--- config.mk ---
export PLATFORM = sky130hd
export DESIGN_NAME = plc_read_response_deframer_flat
export DESIGN_NICKNAME = d
export VERILOG_FILES = /design/src/hdl/prd_pkg.sv /design/src/hdl/prd_in_if.sv /design/src/hdl/prd_out_if.sv /design/src/hdl/prd_result_fifo.sv /design/src/hdl/prd_parser.sv /design/src/hdl/plc_read_response_deframer.sv /design/src/flat_wrapper.sv
export VERILOG_INCLUDE_DIRS = /design/src /design/src/hdl
export SDC_FILE = /design/constraint.sdc
export NUM_CORES = 1
export LEC_CHECK = 0
export ABC_AREA = 1
export BUFFER_PORTS_ARGS = -buffer_cell sky130_fd_sc_hd__buf_2
export CAP_MARGIN = 20
export CORE_UTILIZATION = 35
export CTS_CLUSTER_SIZE = 28
export DETAILED_ROUTE_END_ITERATION = 6
export GPL_TIMING_DRIVEN = 0
export PLACE_DENSITY = 0.5
export SLEW_MARGIN = 0
export SYNTH_ARGS = -nofsm -noshare
export SYNTH_HDL_FRONTEND = slang
export SYNTH_HIERARCHICAL = 1
export SYNTH_SLANG_ARGS = --single-unit
--- constraint.sdc ---
create_clock -name clk_i -period 6 [get_ports clk_i]
set_input_delay 0.3 -clock clk_i [delete_from_list [all_inputs] [get_ports clk_i]]
set_output_delay 0.3 -clock clk_i [all_outputs]
set_load 0.1 [all_outputs]
--- src/hdl/plc_read_response_deframer_defines.svh ---
// Assertion macros shared by the deframer modules.
`ifndef PLC_READ_RESPONSE_DEFRAMER_DEFINES_SVH
`define PLC_READ_RESPONSE_DEFRAMER_DEFINES_SVH

`ifndef SYNTHESIS

`define PRD_ASSERT(lbl, clk, rstn, prop) \
  lbl: assert property (@(posedge clk) disable iff (!rstn) (prop)) \
    else $error("%m: check failed");

`define PRD_ASSERT_IMPL(lbl, clk, rstn, ante, cons) \
  lbl: assert property (@(posedge clk) disable iff (!rstn) (ante) |-> (cons)) \
    else $error("%m: check failed");

`define PRD_ASSERT_NEXT(lbl, clk, rstn, ante, cons) \
  lbl: assert property (@(posedge clk) disable iff (!rstn) (ante) |=> (cons)) \
    else $error("%m: check failed");

`else

`define PRD_ASSERT(lbl, clk, rstn, prop)
`define PRD_ASSERT_IMPL(lbl, clk, rstn, ante, cons)
`define PRD_ASSERT_NEXT(lbl, clk, rstn, ante, cons)

`endif

`endif

--- src/hdl/prd_pkg.sv ---
package prd_pkg;

  localparam int MaxItems  = 32;
  localparam int LenBits   = 16;
  localparam int IdxBits   = $clog2(MaxItems);
  localparam int CountBits = $clog2(MaxItems + 1);

  localparam int FifoDepth    = 4;
  localparam int FifoPtrBits  = $clog2(FifoDepth);
  localparam int FifoCntBits  = $clog2(FifoDepth + 1);

  localparam logic [15:0] HdrPos   = 16'd20;
  localparam logic [7:0]  MarkerHi = 8'hFF;
  localparam logic [7:0]  MarkerLo = 8'h04;
  localparam logic [7:0]  RangeHi  = 8'h05;
  localparam logic [7:0]  RangeLo  = 8'h00;

  localparam logic CMD_LOAD = 1'b0;
  localparam logic CMD_BYTE = 1'b1;

  localparam logic KIND_DATA   = 1'b0;
  localparam logic KIND_STATUS = 1'b1;

  typedef enum logic [1:0] {
    ST_OK        = 2'd0,
    ST_HDR_ERR   = 2'd1,
    ST_RANGE_ERR = 2'd2,
    ST_TOO_MANY  = 2'd3
  } prd_status_e;

  typedef struct packed {
    logic        cmd;
    logic [7:0]  resp_byte;
    logic [15:0] item_len;
    logic        new_list;
    logic        frame_end;
  } prd_item_t;

  typedef struct packed {
    logic        kind;
    logic [7:0]  data_out;
    logic [4:0]  item_index;
    logic [1:0]  status;
    logic        last;
  } prd_result_t;

  // Up to two results per byte, in order: res[0] first.
  typedef struct packed {
    logic [1:0]             num;
    prd_result_t [1:0]      res;
  } prd_push_t;

endpackage

--- src/hdl/prd_in_if.sv ---
interface prd_in_if;
  logic        valid;
  logic        ready;
  logic        cmd;
  logic [7:0]  resp_byte;
  logic [15:0] item_len;
  logic        new_list;
  logic        frame_end;

  modport source (output valid, cmd, resp_byte, item_len, new_list, frame_end,
                  input ready);
  modport sink   (input valid, cmd, resp_byte, item_len, new_list, frame_end,
                  output ready);
endinterface

--- src/hdl/prd_out_if.sv ---
interface prd_out_if;
  logic       valid;
  logic       ready;
  logic       kind;
  logic [7:0] data_out;
  logic [4:0] item_index;
  logic [1:0] status;
  logic       last;

  modport source (output valid, kind, data_out, item_index, status, last,
                  input ready);
  modport sink   (input valid, kind, data_out, item_index, status, last,
                  output ready);
endinterface

--- src/hdl/prd_result_fifo.sv ---
`include "plc_read_response_deframer_defines.svh"

module prd_result_fifo (
  input  logic                clk_i,
  input  logic                rst_ni,
  input  prd_pkg::prd_push_t  push_i,
  output logic                room_o,
  prd_out_if.source           out_o
);

  prd_pkg::prd_result_t [prd_pkg::FifoDepth-1:0] mem_q;

  logic [prd_pkg::FifoPtrBits-1:0] wr_ptr_q, wr_ptr_d, rd_ptr_q, rd_ptr_d;
  logic [prd_pkg::FifoCntBits-1:0] cnt_q, cnt_d;
  logic                            pop;
  prd_pkg::prd_result_t            head;

  // Room for a full pair of results, so the parser never has to split a byte.
  assign room_o = (cnt_q <= prd_pkg::FifoCntBits'(prd_pkg::FifoDepth - 2));

  assign head            = mem_q[rd_ptr_q];
  assign out_o.valid      = (cnt_q != '0);
  assign out_o.kind       = head.kind;
  assign out_o.data_out   = head.data_out;
  assign out_o.item_index = head.item_index;
  assign out_o.status     = head.status;
  assign out_o.last       = head.last;

  assign pop = out_o.valid && out_o.ready;

  always_comb begin
    wr_ptr_d = wr_ptr_q + prd_pkg::FifoPtrBits'(push_i.num);
    rd_ptr_d = rd_ptr_q + prd_pkg::FifoPtrBits'(pop);
    cnt_d    = cnt_q + prd_pkg::FifoCntBits'(push_i.num)
             - prd_pkg::FifoCntBits'(pop);
  end

  always_ff @(posedge clk_i) begin
    if (push_i.num != 2'd0) begin
      mem_q[wr_ptr_q] <= push_i.res[0];
    end
    if (push_i.num == 2'd2) begin
      mem_q[wr_ptr_q + prd_pkg::FifoPtrBits'(1)] <= push_i.res[1];
    end
  end

  always_ff @(posedge clk_i or negedge rst_ni) begin
    if (!rst_ni) begin
      wr_ptr_q <= '0;
      rd_ptr_q <= '0;
      cnt_q    <= '0;
    end else begin
      wr_ptr_q <= wr_ptr_d;
      rd_ptr_q <= rd_ptr_d;
      cnt_q    <= cnt_d;
    end
  end

  `PRD_ASSERT(a_cnt_bound, clk_i, rst_ni, cnt_q <= prd_pkg::FifoCntBits'(prd_pkg::FifoDepth))
  `PRD_ASSERT(a_no_overflow, clk_i, rst_ni, int'(cnt_q) + int'(push_i.num) <= prd_pkg::FifoDepth)
  `PRD_ASSERT_NEXT(a_valid_hold, clk_i, rst_ni, out_o.valid && !out_o.ready, out_o.valid)

endmodule

--- src/hdl/prd_parser.sv ---
`include "plc_read_response_deframer_defines.svh"

module prd_parser (
  input  logic                clk_i,
  input  logic                rst_ni,
  prd_in_if.sink              in_i,
  input  logic                room_i,
  output prd_pkg::prd_push_t  push_o
);

  typedef enum logic [1:0] {
    PH_SCAN   = 2'd0,
    PH_LEN_HI = 2'd1,
    PH_LEN_LO = 2'd2,
    PH_DATA   = 2'd3
  } phase_e;

  logic                 vld_q;
  prd_pkg::prd_item_t   item_q;

  logic [prd_pkg::LenBits-1:0] table_q [prd_pkg::MaxItems];

  logic [prd_pkg::CountBits-1:0] list_cnt_q, list_cnt_d;
  logic [prd_pkg::CountBits-1:0] cur_item_q, cur_item_d;
  logic [prd_pkg::CountBits-1:0] load_cnt;
  logic [15:0]                   byte_pos_q, byte_pos_d;
  logic [7:0]                    prev_q, prev_d;
  phase_e                        phase_q, phase_d;
  logic [prd_pkg::LenBits-1:0]   remain_q, remain_d;
  logic                          hdr_ok_q, hdr_ok_d;
  prd_pkg::prd_status_e          fstat_q, fstat_d;
  prd_pkg::prd_status_e          end_status;

  logic                          fire;
  logic                          frame_done;
  logic                          tbl_we;
  logic [prd_pkg::IdxBits-1:0]   tbl_addr;
  logic [prd_pkg::LenBits-1:0]   tbl_rd;
  logic [7:0]                    b;

  assign fire       = vld_q && room_i;
  assign frame_done = fire && item_q.cmd == prd_pkg::CMD_BYTE && item_q.frame_end;
  assign in_i.ready = !vld_q || fire;
  assign b          = item_q.resp_byte;
  assign tbl_rd     = table_q[cur_item_q[prd_pkg::IdxBits-1:0]];

  always_comb begin
    list_cnt_d = list_cnt_q;
    cur_item_d = cur_item_q;
    byte_pos_d = byte_pos_q;
    prev_d     = prev_q;
    phase_d    = phase_q;
    remain_d   = remain_q;
    hdr_ok_d   = hdr_ok_q;
    fstat_d    = fstat_q;
    end_status = prd_pkg::ST_OK;
    load_cnt   = item_q.new_list ? '0 : list_cnt_q;
    tbl_we     = 1'b0;
    tbl_addr   = load_cnt[prd_pkg::IdxBits-1:0];
    push_o     = '0;

    if (fire && item_q.cmd == prd_pkg::CMD_LOAD) begin
      list_cnt_d = load_cnt;
      if (load_cnt < prd_pkg::CountBits'(prd_pkg::MaxItems)) begin
        tbl_we     = 1'b1;
        list_cnt_d = load_cnt + prd_pkg::CountBits'(1);
      end
    end else if (fire) begin
      if (byte_pos_q == prd_pkg::HdrPos) begin
        hdr_ok_d = (b == 8'(list_cnt_q));
        prev_d   = '0;
      end else if (byte_pos_q > prd_pkg::HdrPos && hdr_ok_q && fstat_q == prd_pkg::ST_OK) begin
        case (phase_q)
          PH_SCAN: begin
            if (prev_q == prd_pkg::MarkerHi && b == prd_pkg::MarkerLo) begin
              if (cur_item_q >= list_cnt_q ||
                  cur_item_q >= prd_pkg::CountBits'(prd_pkg::MaxItems)) begin
                fstat_d = prd_pkg::ST_TOO_MANY;
              end else begin
                remain_d = tbl_rd;
                phase_d  = PH_LEN_HI;
              end
            end else if (prev_q == prd_pkg::RangeHi && b == prd_pkg::RangeLo) begin
              fstat_d = prd_pkg::ST_RANGE_ERR;
            end
            prev_d = b;
          end
          PH_LEN_HI: begin
            phase_d = PH_LEN_LO;
          end
          PH_LEN_LO: begin
            if (remain_q == '0) begin
              cur_item_d = cur_item_q + prd_pkg::CountBits'(1);
              phase_d    = PH_SCAN;
              prev_d     = '0;
            end else begin
              phase_d = PH_DATA;
            end
          end
          default: begin
            push_o.num                = 2'd1;
            push_o.res[0].kind        = prd_pkg::KIND_DATA;
            push_o.res[0].data_out    = b;
            push_o.res[0].item_index  = 5'(cur_item_q);
            push_o.res[0].status      = prd_pkg::ST_OK;
            push_o.res[0].last        = 1'b0;
            remain_d                  = remain_q - prd_pkg::LenBits'(1);
            if (remain_q == prd_pkg::LenBits'(1)) begin
              cur_item_d = cur_item_q + prd_pkg::CountBits'(1);
              phase_d    = PH_SCAN;
              prev_d     = '0;
            end
          end
        endcase
      end

      if (byte_pos_q != 16'hFFFF) begin
        byte_pos_d = byte_pos_q + 16'd1;
      end

      if (frame_done) begin
        end_status = hdr_ok_d ? fstat_d : prd_pkg::ST_HDR_ERR;
        // The status result goes behind a data byte from the same transaction.
        push_o.res[push_o.num[0]] = '{kind:       prd_pkg::KIND_STATUS,
                                      data_out:   8'd0,
                                      item_index: 5'd0,
                                      status:     end_status,
                                      last:       1'b1};
        push_o.num = push_o.num + 2'd1;
        cur_item_d = '0;
        byte_pos_d = '0;
        prev_d     = '0;
        phase_d    = PH_SCAN;
        remain_d   = '0;
        hdr_ok_d   = 1'b0;
        fstat_d    = prd_pkg::ST_OK;
      end
    end
  end

  always_ff @(posedge clk_i) begin
    if (in_i.ready) begin
      item_q <= '{cmd:       in_i.cmd,
                  resp_byte: in_i.resp_byte,
                  item_len:  in_i.item_len,
                  new_list:  in_i.new_list,
                  frame_end: in_i.frame_end};
    end
    if (tbl_we) begin
      table_q[tbl_addr] <= prd_pkg::LenBits'(item_q.item_len);
    end
  end

  always_ff @(posedge clk_i or negedge rst_ni) begin
    if (!rst_ni) begin
      vld_q      <= 1'b0;
      list_cnt_q <= '0;
      cur_item_q <= '0;
      byte_pos_q <= '0;
      prev_q     <= '0;
      phase_q    <= PH_SCAN;
      remain_q   <= '0;
      hdr_ok_q   <= 1'b0;
      fstat_q    <= prd_pkg::ST_OK;
    end else begin
      if (in_i.ready) begin
        vld_q <= in_i.valid;
      end
      list_cnt_q <= list_cnt_d;
      cur_item_q <= cur_item_d;
      byte_pos_q <= byte_pos_d;
      prev_q     <= prev_d;
      phase_q    <= phase_d;
      remain_q   <= remain_d;
      hdr_ok_q   <= hdr_ok_d;
      fstat_q    <= fstat_d;
    end
  end

  `PRD_ASSERT_NEXT(a_frame_clear, clk_i, rst_ni, frame_done, byte_pos_q == '0 && phase_q == PH_SCAN)
  `PRD_ASSERT_IMPL(a_data_remain, clk_i, rst_ni, phase_q == PH_DATA, remain_q != '0)
  `PRD_ASSERT_IMPL(a_hdr_scan, clk_i, rst_ni, !hdr_ok_q, phase_q == PH_SCAN && cur_item_q == '0)

endmodule

--- src/hdl/plc_read_response_deframer.sv ---
// Deframer for a PLC read-variables reply. Load the expected byte length of
// each requested item first (cmd 0, new_list starts a fresh list), then stream
// the reply one byte per transaction (cmd 1, frame_end on the last byte). Data
// bytes of each item come out tagged with the item index, and every frame
// closes with one status result (last set). The block takes one input
// transaction per cycle while the result queue has room; an accepted
// transaction is held in an input register until the queue has room, and
// its results are then written into the result queue. A byte may cause two
// results (its data byte and the frame status), and the output drains one
// result per cycle while ready is high through a four-entry result queue,
// so input accepts pause while the queue holds more than two results.
module plc_read_response_deframer (
  input  logic      clk_i,
  input  logic      rst_ni,
  prd_in_if.sink    in_i,
  prd_out_if.source out_o
);

  prd_pkg::prd_push_t push;
  logic               room;

  prd_parser u_parser (
    .clk_i  (clk_i),
    .rst_ni (rst_ni),
    .in_i   (in_i),
    .room_i (room),
    .push_o (push)
  );

  prd_result_fifo u_fifo (
    .clk_i  (clk_i),
    .rst_ni (rst_ni),
    .push_i (push),
    .room_o (room),
    .out_o  (out_o)
  );

endmodule

--- src/flat_wrapper.sv ---
// flat-port wrapper written by rule: the top's interface ports become plain ports
module plc_read_response_deframer_flat 
  (clk_i, rst_ni, in_i_valid, in_i_cmd, in_i_resp_byte, in_i_item_len, in_i_new_list, in_i_frame_end, in_i_ready, out_o_valid, out_o_kind, out_o_data_out, out_o_item_index, out_o_status, out_o_last, out_o_ready);
  prd_in_if in_i_i ();
  prd_out_if out_o_i ();
  input  logic clk_i;
  input  logic rst_ni;
  input wire logic [$bits(in_i_i.valid)-1:0] in_i_valid;
  input wire logic [$bits(in_i_i.cmd)-1:0] in_i_cmd;
  input wire logic [$bits(in_i_i.resp_byte)-1:0] in_i_resp_byte;
  input wire logic [$bits(in_i_i.item_len)-1:0] in_i_item_len;
  input wire logic [$bits(in_i_i.new_list)-1:0] in_i_new_list;
  input wire logic [$bits(in_i_i.frame_end)-1:0] in_i_frame_end;
  output wire logic [$bits(in_i_i.ready)-1:0] in_i_ready;
  output wire logic [$bits(out_o_i.valid)-1:0] out_o_valid;
  output wire logic [$bits(out_o_i.kind)-1:0] out_o_kind;
  output wire logic [$bits(out_o_i.data_out)-1:0] out_o_data_out;
  output wire logic [$bits(out_o_i.item_index)-1:0] out_o_item_index;
  output wire logic [$bits(out_o_i.status)-1:0] out_o_status;
  output wire logic [$bits(out_o_i.last)-1:0] out_o_last;
  input wire logic [$bits(out_o_i.ready)-1:0] out_o_ready;
  assign in_i_i.valid = in_i_valid;
  assign in_i_i.cmd = in_i_cmd;
  assign in_i_i.resp_byte = in_i_resp_byte;
  assign in_i_i.item_len = in_i_item_len;
  assign in_i_i.new_list = in_i_new_list;
  assign in_i_i.frame_end = in_i_frame_end;
  assign in_i_ready = in_i_i.ready;
  assign out_o_valid = out_o_i.valid;
  assign out_o_kind = out_o_i.kind;
  assign out_o_data_out = out_o_i.data_out;
  assign out_o_item_index = out_o_i.item_index;
  assign out_o_status = out_o_i.status;
  assign out_o_last = out_o_i.last;
  assign out_o_i.ready = out_o_ready;
  plc_read_response_deframer u_core (.clk_i(clk_i), .rst_ni(rst_ni), .in_i(in_i_i), .out_o(out_o_i));
endmodule
Word-level counts from Yosys, hierarchy flattened
Memories as Yosys holds them, arrays and structs flattened. Cells that the tools add are included.

Add/sub/neg operators: 10. Multiply operators: 0. Div/mod/pow operators: 0. $lt $le $gt $ge: 12. Equal/unequal tests: 18. Shifts and indexed selects: 0. Multiplexer cells: 74. Bitwise logic cells: 2. Reduce and logical (&&, ||, !) cells: 36.

Operators by type and width (number): two-way mux 16 bit (10); bitwise mux 68 bit (2); two-way mux 68 bit (2); two-way mux 36 bit (3); two-way mux 17 bit (6); demux 17 bit (select 2 bit) (2); two-way mux 6 bit (7); two-way mux 8 bit (5); two-way mux 2 bit (19); binary-select mux 17 bit (select 2 bit) (1); bitwise mux 34 bit (1); case mux 16 bit (2 select lines) (1); case mux 8 bit (3 select lines) (1); AND reduction 7 bit (3); demux 17 bit (select 1 bit) (1); adder 16 x 1 -> 16 bit, second input constant (1); == test 16 x 1 -> 1 bit, second input constant (1); == test 16 x 5 -> 1 bit, second input constant (1); == test 8 x 3 -> 1 bit, second input constant (2); > comparator 16 x 5 -> 1 bit, second input constant (1); logical NOT 16 bit (1); != test 16 bit, second input constant (1); subtractor 16 x 1 -> 16 bit, second input constant (1); adder 6 x 1 -> 6 bit, second input constant (2); other kinds (38) (77).

Register bits: 160. Bits in latches: 0. Bits in writable memories: 512. Memory bits (read-only): 0. Bits of input ports: 31. Output and inout bits: 19. Memories kept: 1.

Memories: u_core.u_parser.table_q (words 32, bits a word 16, rd ports 1, clocked after Yosys merged registers in 0, write ports 1, line prd_parser.sv:21) `logic [prd_pkg::LenBits-1:0] table_q [prd_pkg::MaxItems];`.

Longest topological paths before layout
Gate-level depths: netlist of the first run.

Depth after elaboration: 19. Gate-level depth with buffers: 19. Gate-level depth less buffers: 17.

Cells and area by module
The synthesis of the first run kept the hierarchy.

By module, submodules not included: prd_parser (instances 1, cells each 2542, area an instance 26475.4 um^2, sequential area each 17636.9 um^2); prd_result_fifo (instances 1, cells each 668, area an instance 4302.9 um^2, sequential area each 1536.5 um^2).

Least setup slack after synthesis of the first run
OpenSTA, ideal clock, no wires.

Path kind: register to register. Start point: register u_core.u_parser.byte_pos_q[0]. End point: register u_core/u_fifo/cnt_q[2] (netlist bit). Setup time: 0.129 ns. Arrival time: 2.769 ns. Slack: 3.103 ns. Stages on the path, launching flop included: 17. Path buffers: 1. Period minus slack after synthesis: 2.897 ns. Path through: dfrtp_1 > inv_1 > ha_1 > nand4_1 > nor2_1 > nand2_2 > nand3_4 > nor2_2 > ha_1 > inv_1 > nor2_1 > buf_4 > inv_1 > ha_1 > fa_1 > xnor2_1 > xor2_1.

RTL lines: start, declared (line prd_parser.sv:26) `logic [15:0] byte_pos_q, byte_pos_d;`; start signal, assigned (line prd_parser.sv:171) `byte_pos_q <= byte_pos_d;`; end signal, assigned (line prd_result_fifo.sv:55) `cnt_q <= cnt_d;`; end, declared (line prd_result_fifo.sv:14) `logic [prd_pkg::FifoCntBits-1:0] cnt_q, cnt_d;`.

Worst setup path in the final report of the first run
Start point: register u_core/u_fifo/cnt_q[1] (netlist bit). End point: memory u_core/u_parser/table_q[29][14] (netlist bit), enable pin.

Longest elaborated chain between the ends: 6.

Ends and longest elaborated chain: less-or-equal comparator 3 x 2 -> 1 bit (line prd_result_fifo.sv:19) `assign room_o = (cnt_q <= prd_pkg::FifoCntBits'(prd_pkg::FifoDepth - 2));`; named net u_core.room (line plc_read_response_deframer.sv:20) `logic room;`; logical AND 1 bit (line prd_parser.sv:41) `assign fire = vld_q && room_i;`; logical AND 1 bit (line prd_parser.sv:62) `if (fire && item_q.cmd == prd_pkg::CMD_LOAD) begin`; two-way mux 1 bit (line prd_parser.sv:62); two-way mux 1 bit (line prd_parser.sv:149) `if (tbl_we) begin`; two-way mux 1 bit (implied by the code) (line prd_parser.sv:150) `table_q[tbl_addr] <= prd_pkg::LenBits'(item_q.item_len);`; end, declared (line prd_parser.sv:21).

The timed path passes the listed nets, and every way through them passes these cells.

==> Implementation_results.wiki, run 1 <==
{| class="wikitable"
! Metric !! Value
|-
| Outcome || finished, final reports clean
|-
| R2R depth || 8
|-
| Worst path slowest cell || sky130_fd_sc_hd__nor2_2
|-
| Aggregate negative setup slack || 0 ns
|-
| Die Wd || 299 um
|-
| Layout cells sized above 1 || 12.5%
|-
| Share of synthesized cell area in and, or, nand and nor gates || 25.3%
|-
| Syn. warnings || 6
|-
| Weighted congestion reported at the end of routability-driven placement || 0.852
|-
| Io pins || 50
|-
| Share of power burned in the clock network || 33.7%
|-
| Unique masters post-synth || 48
|-
| Worst-path cell chain || a21oi_1, nand2_1, nor2_1, inv_1, a21oi_1, nand2_1, nor2_2, buf_8
|-
| Standard cell core area || 0.0869 mm^2
|-
| F_max || 265 MHz
|-
| Area added between synthesis and finish || 17.9%
|-
| Final setup violation count || 0
|-
| Power density relative to cell area || 394 mW/mm^2
|-
| Multiplexer share of the synthesized area || 0%
|-
| Detailed-route DRC error count || 0
|-
| Hold violation total from the final report || 0
|-
| Critical R2R Launch || u_core/u_fifo/cnt_q[1]
|-
| Vert. Die Dim || 299 um
|-
| Vias after detailed routing || 23,300
|-
| Number of buffers and inverters on the critical path || 2
|-
| Clock-pin slew of the registers on the worst-case setup and hold paths || 0.06 ns
|-
| Mean routed wirelength per cell || 22.1 um
|-
| Total internal power || 9.40 mW
|-
| Reg2reg end || u_core/u_parser/table_q[29][14]
|-
| CTS H-tree depth || 3
|-
| Peak ir drop on the vdd network || 0.000552 V
|-
| Multi-input logic area || 0.00968 mm^2
|-
| Num Clock Sinks || 672
|-
| Unrepaired setup endpoints after global routing || false
|-
| First-pass GRT wire length || 149,000 um
|-
| Hold WC Path Type || primary input to async pin
|-
| Met1 GRT Util || 31.7%
|-
| Sum of net half-perimeters after detailed placement || 67,300 um
|-
| Hold_ws || 0.133 ns
|-
| Average cell area after synthesis || 9.59 um^2
|-
| Largest net degree at the start of global routing || 41
|-
| #FFs+latches synth || 672
|-
| Family of cells with the greatest summed delay on the critical path || simple AND/OR/NAND/NOR gates
|-
| Combined area of all synthesized cells || 0.0308 mm^2
|-
| Final Slew Violations || 0
|-
| Slew of the pin with the lowest slew margin || 1.18 ns
|-
| Switching fraction of total power || 34.3%
|-
| Sequential cell area fraction in the yosys report || 62.3%
|-
| XOR/XNOR Fraction of Synth Area || 0.654%
|-
| Post-CTS Repair Setup Buffers || 0
|-
| Buffer cell driving the clock tree root || sky130_fd_sc_hd__clkbuf_16
|-
| Static Leak || 14.9 nW
|-
| Clock network latency to the later pin of the worst-skew pair || 0.65 ns
|-
| # nets final || 3,468
|-
| Worst reg2reg setup slack || 2.22 ns
|-
| Type of the setup path with the least slack || flip-flop to flip-flop
|-
| Overall routed net length || 102,000 um
|-
| Sequential Area || 0.0192 mm^2
|-
| Busiest layer in global routing || met2
|-
| TritonCTS clock tree || done
|-
| Antenna diode count || 0
|-
| First element of the critical path || u_core/u_fifo/cnt_q[1]
|-
| Combinational Power Share || 23.4%
|-
| GRT Resource Usage Total || 22.8%
|-
| Layout fillers || 8,578
|-
| Sequential fraction of design power || 42.9%
|-
| Post-Synth Adder-Cell Area || 1.08%
|-
| Power dissipated by switching net loads || 4.90 mW
|-
| Period minus WS final || 3.78 ns
|-
| Overall die area || 0.0891 mm^2
|-
| Worst setup EP type || flip-flop
|-
| DRT Pass-1 Iters || 5
|-
| Clock buffers created by TritonCTS || 79
|-
| Initial DRC Count || 1,981
|-
| Met3 capacity usage during global routing || 2.43%
|-
| Setup clock skew after layout || 0.0568 ns
|-
| Worst EP arrival || 4.14 ns
|-
| Initial cell density of the core || 35.4%
|-
| Final worst-path cycle share || 63.0%
|-
| Largest family of logic cells by synthesized area || simple AND/OR/NAND/NOR gates
|-
| Worst-case headroom to the max-slew limit || 21.1%
|-
| CTS Buffer Depth || 3
|-
| Initial antenna violation count || 0
|-
| Critical path's largest stage delay || 0.87 ns
|-
| Grt total ovfl || 0
|-
| Maxcap violations || 0
|-
| Required time reported for the critical path endpoint || 6.36 ns
|-
| Number of antenna-violating nets in the routed design || 0
|-
| FP Rows || 108
|-
| Number of hold buffers added after CTS || 30
|-
| Synthesized-area fraction occupied by ao, oa, aoi and oai cells || 3.59%
|-
| Vias in the first global route || 21,800
|-
| Sort of element at the start of the critical path || flip-flop
|-
| Number of I/O port buffers || 49
|-
| Number of vias per cell after detailed routing || 5.04
|-
| Cells after synthesis || 3,210
|-
| Met2 routing resource usage after global routing || 37.4%
|-
| Number of gates given a new drive strength after cts || 0
|-
| Crit path max fanout || 10
|}
cells in the mapped netlist, drive strengths merged:
cell type | number | area, um^2
clkbuf | 43 | 161
a21o | 1 | 7.51
inv | 317 | 1190
o22ai | 3 | 18.8
ha | 25 | 313
nand2 | 922 | 3540
edfxtp | 539 | 16200
nor4 | 1 | 6.26
nand3 | 537 | 2770
fa | 1 | 20.0
dfxtp | 68 | 1360
o211ai | 5 | 37.5
nand3b | 5 | 41.3
o31ai | 4 | 30.0
and3 | 2 | 12.5
buf | 128 | 778
a21boi | 1 | 11.3
or2 | 37 | 231
a21oi | 57 | 297
o21ai | 138 | 694
nor2 | 238 | 960
dfrtp | 65 | 1630
nand4 | 12 | 81.3
xnor2 | 4 | 35.0
conb | 1 | 3.75
nor3 | 29 | 156
o21bai | 1 | 7.51
clkinv | 7 | 28.8
xor2 | 19 | 166
kinds of logic after synthesis:
kind of cell | Yosys count
compound gates | 210
xor+xnor | 23
fa+ha+maj | 26
buf+inv | 495
flops | 672
other cells | 1
simple gates | 1783
cell type report:
cell class	count	share of cell area [%]
flip-flops and latches	672	52.8
clock buffers	99	5.79
multi-input cells	2055	26.7
plain buffers	171	2.59
clock inverters	44	1.31
repair buffers	108	3.45
inverters	324	3.37
well taps	1155	3.98
cell usage in the layout, fill, tap and decap left out, drive strengths merged, types with 4 or more instances in the layout:
cell and instances:
or2 37, nor2 238, ha 25, o31ai 4
o211ai 5, dfxtp 68, clkbuf 142, dlygate4sd3 30
conb 13, xor2 19, inv 321, clkinv 39
nand2 922, bufinv 7, dfrtp 65, xnor2 4
nand3b 5, buf 206, edfxtp 539, o21ai 138
nand3 537, a21oi 57, nand4 12, nor3 29
per-layer routing:
layer / wire (um) / part of all wire, % / up-vias
met3: 5660 / 5.5 / 173
met5: 0 / 0 / -
li1: - / - / 11000
met2: 48000 / 47 / 725
met4: 3190 / 3.1 / 0
met1: 45400 / 44 / 11400
per-stage QoR:
step	cells	util, %	worst slack [ns]	cell area, um^2	power, mW
finish	4628	41.8	2.22	36300	14.3
global route	4628	41.8	2.08	36300	14.9
CTS	4623	41.6	2.25	36200	14.4
floorplan	3222	-	3.10	30800	8.21
global placement	4426	37.4	1.17	32500	9.35
detailed placement	4450	38.3	2.29	33300	9.51
flip-flops by register name, summed over array words and instances, names as in the netlist:
| name | cells |
|---|---|
| u_core/u_parser/byte_pos_q | 16 |
| u_core/u_parser/hdr_ok_q | 1 |
| u_core/u_parser/fstat_q | 2 |
| u_core/u_parser/list_cnt_q | 6 |
| u_core/u_parser/remain_q | 16 |
| u_core/u_fifo/mem_q | 68 |
| u_core/u_fifo/rd_ptr_q | 2 |
| u_core/u_parser/b | 8 |
| u_core/u_parser/table_q | 512 |
| u_core/u_fifo/cnt_q | 3 |
| u_core/u_parser/prev_q | 8 |
| u_core/u_parser/vld_q | 1 |
| u_core/u_parser/phase_q | 2 |
| u_core/u_parser/cur_item_q | 6 |
| u_core/u_fifo/wr_ptr_q | 2 |
| u_core/u_parser/item_q | 19 |
worst max path at each step:
| stage | to | depth (start not counted) |
|---|---|---|
| 4_1_cts | u_core/u_parser/table_q[29][3] | 8 |
| 3_5_place_dp | u_core/u_parser/table_q[29][14] | 8 |
| 5_1_grt | u_core/u_fifo/mem_q[8] | 17 |
| 2_1_floorplan | u_core/u_fifo/cnt_q[2] | 16 |
| 6_report | u_core/u_parser/table_q[29][14] | 8 |
| 3_3_place_gp | u_core/u_parser/table_q[10][10] | 7 |
power by group through the flow:
stage / sequential [mW] / clock [mW] / combinational, mW
after floorplan: 6.15 / 0 / 2.06
after global placement: 6.45 / 0 / 2.90
after detailed placement: 6.33 / 0 / 3.18
after CTS: 6.24 / 4.91 / 3.21
after global routing: 6.19 / 5.09 / 3.64
final: 6.14 / 4.82 / 3.35
Note: power is estimated with default switching activity, not from simulation.
==> run 2: changes to the inputs <==
PLACE_DENSITY = 0.52   (was 0.5)
clock period = 3.1 ns   (was 6 ns; I/O delays follow)
==> Implementation_results.wiki, run 2 (synthesis results as in run 1) <==
{| class="wikitable"
! Metric !! Value
|-
| Static Leak || 15.2 nW
|-
| DRT Pass-1 Iters || 7
|-
| Placed Instance Area || 0.0334 mm^2
|-
| Hold_ws || 0.0194 ns
|-
| Number of antenna-violating nets in the routed design || 0
|-
| Weighted congestion reported at the end of routability-driven placement || 0.852
|-
| Type of the setup path with the least slack || flip-flop to flip-flop
|-
| Worst-case headroom to the max-slew limit || 27.6%
|-
| Unrepaired setup endpoints after global routing || true
|-
| Largest register FFs || 512
|-
| CTS H-tree depth || 3
|-
| Peak ir drop on the vdd network || 0.000757 V
|-
| First-pass GRT wire length || 145,000 um
|-
| Crit path max fanout || 13
|-
| Largest net degree at the start of global routing || 35
|-
| Hold violation total from the final report || 0
|-
| Vias in the first global route || 22,000
|-
| Register containing the most flip-flops in the final layout || u_core/u_parser/table_q
|-
| TritonCTS clock tree || done
|-
| Mean routed wirelength per cell || 21.2 um
|-
| Registers with the most flip-flops || u_core/u_parser/table_q (512), u_core/u_fifo/mem_q (68), u_core/u_parser/item_q (19)
|-
| Worst setup margin || 0.0498 ns
|-
| Maxcap violations || 0
|-
| Initial DRC Count || 2,146
|-
| F_max || 328 MHz
|-
| Slew of the pin with the lowest slew margin || 1.09 ns
|-
| Final worst-path cycle share || 98.4%
|-
| Sum of net half-perimeters after detailed placement || 66,700 um
|-
| FP Rows || 108
|-
| Die Wd || 299 um
|-
| Number of vias per cell after detailed routing || 5.02
|-
| Grt total ovfl || 0
|-
| Clock buffers created by TritonCTS || 78
|-
| Area added between synthesis and finish || 20.1%
|-
| Aggregate negative setup slack || 0 ns
|-
| Clock-pin slew of the registers on the worst-case setup and hold paths || 0.05 ns
|-
| Period minus WS final || 3.05 ns
|-
| Sort of element at the start of the critical path || flip-flop
|-
| Number of I/O port buffers || 49
|-
| Post-Layout Cell Count || 4,669
|-
| Final Slew Violations || 0
|-
| Detailed-route DRC error count || 0
|-
| Antenna diode count || 0
|-
| Overall die area || 0.0891 mm^2
|-
| Final core occ || 42.5%
|-
| Required time reported for the critical path endpoint || 3.42 ns
|-
| Overall routed net length || 98,900 um
|-
| # nets final || 3,509
|-
| Io pins || 50
|-
| Buffer cell driving the clock tree root || sky130_fd_sc_hd__clkbuf_16
|-
| Final setup violation count || 0
|-
| Overall power consumption || 27.6 mW
|-
| Initial cell density of the core || 35.4%
|-
| Outcome || finished, final reports clean
|-
| Dpl cells || 4,457
|-
| Layout cells sized above 1 || 13.9%
|-
| Worst slack, placed || -0.465 ns
|-
| Area of all placed cells without fillers || 0.0370 mm^2
|-
| Vert. Die Dim || 299 um
|-
| Worst setup EP type || flip-flop
|-
| Hold WC Path Type || primary input to async pin
|-
| Worst EP arrival || 3.37 ns
|-
| Worst reg2reg setup slack || 0.05 ns
|-
| Power density relative to cell area || 746 mW/mm^2
|-
| Initial antenna violation count || 3
|-
| Setup clock skew after layout || 0.0311 ns
|-
| Commonest non-fill, non-tap cell in the layout || sky130_fd_sc_hd__nand2_1
|-
| GRT Resource Usage Total || 22.0%
|-
| CTS Buffer Depth || 3
|-
| Clock network latency to the later pin of the worst-skew pair || 0.64 ns
|-
| Standard cell core area || 0.0869 mm^2
|-
| Most frequent cells in the layout || sky130_fd_sc_hd__nand2_1, sky130_fd_sc_hd__edfxtp_1, sky130_fd_sc_hd__nand3_1
|-
| Vias after detailed routing || 23,400
|-
| Num Clock Sinks || 672
|}
==> run 2: changes by cell type in the layout (fill, tap and decap cells not counted), moves of 4 or more <==
| cell | previous run | this run |
|---|---|---|
| sky130_fd_sc_hd__clkinv_1 | 24 | 20 |
| sky130_fd_sc_hd__buf_4 | 41 | 59 |
| sky130_fd_sc_hd__buf_12 | 1 | 23 |
| sky130_fd_sc_hd__nor2_2 | 15 | 7 |
| sky130_fd_sc_hd__clkinv_8 | 0 | 4 |
| sky130_fd_sc_hd__nor2_4 | 27 | 38 |
| sky130_fd_sc_hd__buf_8 | 7 | 12 |
==> run 2: area by class of cell <==
type | count | area [um^2]
plain buffers | 169 | 940
clock buffers | 102 | 2090
clock inverters | 40 | 432
fillers | 8343 | 49900
inverters | 324 | 1220
multi-input cells | 2055 | 9760
flip-flops and latches | 672 | 19200
well taps | 1155 | 1450
repair buffers | 152 | 1890
==> run 2: repair_timing <==
item / 4_1_cts / 5_1_grt
setup endpoints to repair: 554 / 275
gates resized for setup: 14 / 12
hold endpoints to repair: 95 / 0
pin swaps: 13 / 14
hold buffers: 30 / 0
setup buffers: 18 / 18
==> run 2: critical path: stages (launching register included) <==
cell and delay (ns):
sky130_fd_sc_hd__dfrtp_1 0.40, sky130_fd_sc_hd__a21oi_1 0.30, sky130_fd_sc_hd__nand2_1 0.15, sky130_fd_sc_hd__nor2_1 0.27, sky130_fd_sc_hd__inv_1 0.20, sky130_fd_sc_hd__a21oi_2 0.37, sky130_fd_sc_hd__nand2_2 0.41, sky130_fd_sc_hd__nor2_4 0.40
sky130_fd_sc_hd__buf_12 0.24
==> run 2: metal layers <==
layer	global-route usage, %	vias up	routed length [um]
met2	35.8	766	46800
met3	3.29	164	6240
met5	0	-	7
met4	6.56	2	2510
li1	-	11100	-
met1	30.2	11400	43400
==> run 2: worst paths after layout <==
kind,from,to,depth (start not counted)
max,u_core/u_fifo/cnt_q[1],u_core/u_parser/table_q[11][15],8
min,rst_ni,u_core/u_parser/byte_pos_q[8],2
max reg2reg,u_core/u_fifo/cnt_q[1],u_core/u_parser/table_q[11][15],8
min reg2reg,u_core/u_parser/prev_q[0],u_core/u_parser/prev_q[0],2
max in group asynchronous,rst_ni,u_core/u_parser/list_cnt_q[2],3
min in group clk_i,in_i_item_len[5],u_core/u_parser/item_q[7],2
==> run 2: where the power goes <==
part	switching (mW)	leakage, nW	total (mW)	internal [mW]
Clock	3.81	1.23	9.19	5.37
Sequential	0.645	6.31	11.8	11.1
Combinational	4.91	7.64	6.62	1.71
==> run 3: changes to the inputs <==
ABC_AREA = not set   (was 1)
BUFFER_PORTS_ARGS = not set   (was -buffer_cell sky130_fd_sc_hd__buf_2)
DONT_BUFFER_PORTS = 1   (was not set)
==> Implementation_results.wiki, run 3 <==
{| class="wikitable"
! Metric !! Value
|-
| Worst setup margin || 0.0329 ns
|-
| Final Slew Violations || 0
|-
| Largest net degree at the start of global routing || 66
|-
| Initial cell density of the core || 35.4%
|-
| TritonCTS clock tree || done
|-
| Area of all placed cells without fillers || 0.0345 mm^2
|-
| Final worst-path cycle share || 98.9%
|-
| Placed Instance Area || 0.0305 mm^2
|-
| Post-synth top cells || sky130_fd_sc_hd__edfxtp_1, sky130_fd_sc_hd__mux4_2, sky130_fd_sc_hd__nor2_1
|-
| Most frequent cell after synthesis || sky130_fd_sc_hd__edfxtp_1
|-
| Clock buffers created by TritonCTS || 72
|-
| GRT Resource Usage Total || 20.5%
|-
| Clock network latency to the later pin of the worst-skew pair || 0.63 ns
|-
| Number of flops mapped to enable cells by yosys || 539
|-
| Required time reported for the critical path endpoint || 3.60 ns
|-
| Grt total ovfl || 0
|-
| First element of the critical path || u_core/u_parser/cur_item_q[3]
|-
| Static Leak || 11.6 nW
|-
| Initial DRC Count || 2,100
|-
| Average cell area after synthesis || 15.6 um^2
|-
| Share of flip-flops with an asynchronous set or reset || 9.67%
|-
| Worst EP arrival || 3.57 ns
|-
| Setup clock skew after layout || 0.0375 ns
|-
| #FFs+latches synth || 672
|-
| Largest register FFs || 512
|-
| # nets final || 2,090
|-
| Detail Route met2 WL || 40,600 um
|-
| Vias in the first global route || 17,700
|-
| Area added between synthesis and finish || 21.4%
|-
| FP Rows || 104
|-
| Top cell type by total area after synthesis || sky130_fd_sc_hd__edfxtp_1
|-
| Top metal layer carrying routed signals || met4
|-
| Sequential cell area fraction in the yosys report || 67.4%
|-
| Registers with the most flip-flops || u_core/u_parser/table_q (512), u_core/u_fifo/mem_q (68), u_core/u_parser/item_q (19)
|-
| Buffer cell driving the clock tree root || sky130_fd_sc_hd__clkbuf_16
|-
| Final core occ || 42.9%
|-
| Syn. warnings || 6
|-
| Hold violation total from the final report || 0
|-
| Overall die area || 0.0824 mm^2
|-
| Num Clock Sinks || 672
|-
| Main synth FF type || sky130_fd_sc_hd__edfxtp_1
|-
| Commonest non-fill, non-tap cell in the layout || sky130_fd_sc_hd__edfxtp_1
|-
| Standard cell core area || 0.0804 mm^2
|-
| Type of the setup path with the least slack || flip-flop to flip-flop
|-
| Crit path max fanout || 10
|-
| Overall routed net length || 83,900 um
|-
| Worst slack, placed || -1.35 ns
|-
| Most frequent cells in the layout || sky130_fd_sc_hd__edfxtp_1, sky130_fd_sc_hd__mux4_2, sky130_fd_sc_hd__o21ai_0
|-
| Worst reg2reg setup slack || 0.03 ns
|-
| Vert. Die Dim || 287 um
|-
| Cells after synthesis || 1,823
|-
| Peak ir drop on the vdd network || 0.000661 V
|-
| Hold WC Path Type || primary input to async pin
|-
| Sum of net half-perimeters after detailed placement || 56,000 um
|-
| F_max || 326 MHz
|-
| Aggregate negative setup slack || 0 ns
|-
| Overall power consumption || 25.1 mW
|-
| Initial antenna violation count || 0
|-
| Clock-pin slew of the registers on the worst-case setup and hold paths || 0.06 ns
|-
| Number of antenna-violating nets in the routed design || 0
|-
| Worst-case headroom to the max-slew limit || 27.1%
|-
| Routed metal-1 wirelength || 35,200 um
|-
| Detailed-route DRC error count || 0
|-
| CTS Buffer Depth || 3
|-
| Vias after detailed routing || 17,800
|-
| Combined area of all synthesized cells || 0.0284 mm^2
|-
| Io pins || 50
|-
| Final setup violation count || 0
|-
| Period minus WS final || 3.07 ns
|-
| Sort of element at the start of the critical path || flip-flop
|-
| Number of I/O port buffers || 0
|-
| Number of vias per cell after detailed routing || 5.66
|-
| Die Wd || 287 um
|-
| Worst setup EP type || flip-flop
|-
| First-pass GRT wire length || 122,000 um
|-
| Register containing the most flip-flops in the final layout || u_core/u_parser/table_q
|-
| Mean routed wirelength per cell || 26.6 um
|-
| Met3 routed WL || 5800 um
|-
| CTS H-tree depth || 3
|-
| Maxcap violations || 0
|-
| Proportion of netlist area held by the largest area contributor || 56.9%
|-
| Layout cells sized above 1 || 27.1%
|-
| Critical R2R Launch || u_core/u_parser/cur_item_q[3]
|-
| Largest cells by area after synthesis || sky130_fd_sc_hd__edfxtp_1, sky130_fd_sc_hd__mux4_2, sky130_fd_sc_hd__dfrtp_1
|-
| DRT Pass-1 Iters || 5
|-
| Slew of the pin with the lowest slew margin || 1.09 ns
|-
| Unique masters post-synth || 85
|-
| Weighted congestion reported at the end of routability-driven placement || 0.914
|-
| Power density relative to cell area || 727 mW/mm^2
|-
| Outcome || finished, final reports clean
|}
-- run 3: changes by cell type after synthesis, sizes merged, moves of 19 or more --
cell    previous run  this run
buf              128        67
o21ai            138       106
nand2            922        96
inv              317        36
a31oi              0        66
a21oi             57        31
mux4               0       152
or2               37         3
clkbuf            43        62
nand3            537        81
mux2i              0        31
nor2             238       127
-- run 3: timing repair --
| item | in CTS | in global routing |
|---|---|---|
| cloned | 0 | 2 |
| pin swaps | 23 | 19 |
| hold buffers | 31 | 0 |
| endpoints found under the setup margin | 525 | 494 |
| gates resized for setup | 147 | 53 |
| endpoints found under the hold margin | 96 | 0 |
| setup buffers | 29 | 31 |
-- run 3: worst paths after layout --
path,endpoint,depth (start not counted)
setup / recovery,u_core/u_parser/remain_q[7],8
hold / removal,u_core/u_parser/byte_pos_q[14],2
setup reg to reg,u_core/u_parser/remain_q[7],8
hold reg to reg,u_core/u_fifo/mem_q[37],2
max in group asynchronous,u_core/u_parser/remain_q[0],2
min in group clk_i,u_core/u_parser/item_q[16],1
-- run 3: kinds of logic (layout without fill, tap and decap cells) --
group / count (synthesis) / count (layout) / synth area share [%]
compound gates: 295 / 295 / 6.49
mux: 199 / 199 / 13.8
buf+inv: 166 / 421 / 2.87
xor+xnor: 23 / 23 / 0.708
flops: 672 / 672 / 67.4
other cells: 1 / 14 / 0.0132
simple gates: 441 / 441 / 7.56
fa+ha+maj: 26 / 26 / 1.17
-- run 3: routing by layer --
| layer | track usage, % | vias up |
|---|---|---|
| li1 | - | 7599 |
| met1 | 28.1 | 9301 |
| met2 | 33.4 | 799 |
| met3 | 3.12 | 138 |
| met4 | 6.36 | 0 |
| met5 | 0 | - |
-- run 3: where the power goes --
part           total (mW)  internal, mW  leakage (nW)  switching (mW)
registers            11.9          11.1          6.30           0.850
clock network        8.63          4.99          1.14            3.64
logic                4.55          1.29          4.15            3.26
total                25.1          17.3          11.6            7.75
-- run 3: metrics by stage --
step	cells	hold slack (ns)
2_1_floorplan	1835	-0.141
4_1_cts	3116	0.0973
3_3_place_gp	2895	-0.135
6_report	3151	0.104
3_5_place_dp	2929	-0.135
5_1_grt	3150	0.117
-- run 3: worst max-delay path, cell delays in order, from the launching register on --
cell and delay (ns):
sky130_fd_sc_hd__dfrtp_1 0.36, sky130_fd_sc_hd__clkbuf_2 0.30, sky130_fd_sc_hd__clkbuf_2 0.41, sky130_fd_sc_hd__clkbuf_2 0.40
sky130_fd_sc_hd__clkbuf_2 0.46, sky130_fd_sc_hd__nor3_1 0.18, sky130_fd_sc_hd__a221oi_2 0.43, sky130_fd_sc_hd__nor4b_1 0.29
sky130_fd_sc_hd__nor3_1 0.09
-- run 3: cell type report --
type	instances	area, um^2
Buffer	123	860
Inverter	37	139
Clock inverter	35	417
Sequential cell	672	19200
Timing Repair Buffer	130	1580
Clock buffer	96	1950
Antenna cell	1	2.50
Tap cell	1060	1330
Multi-Input combinational cell	997	9050
Fill cell	7210	45900
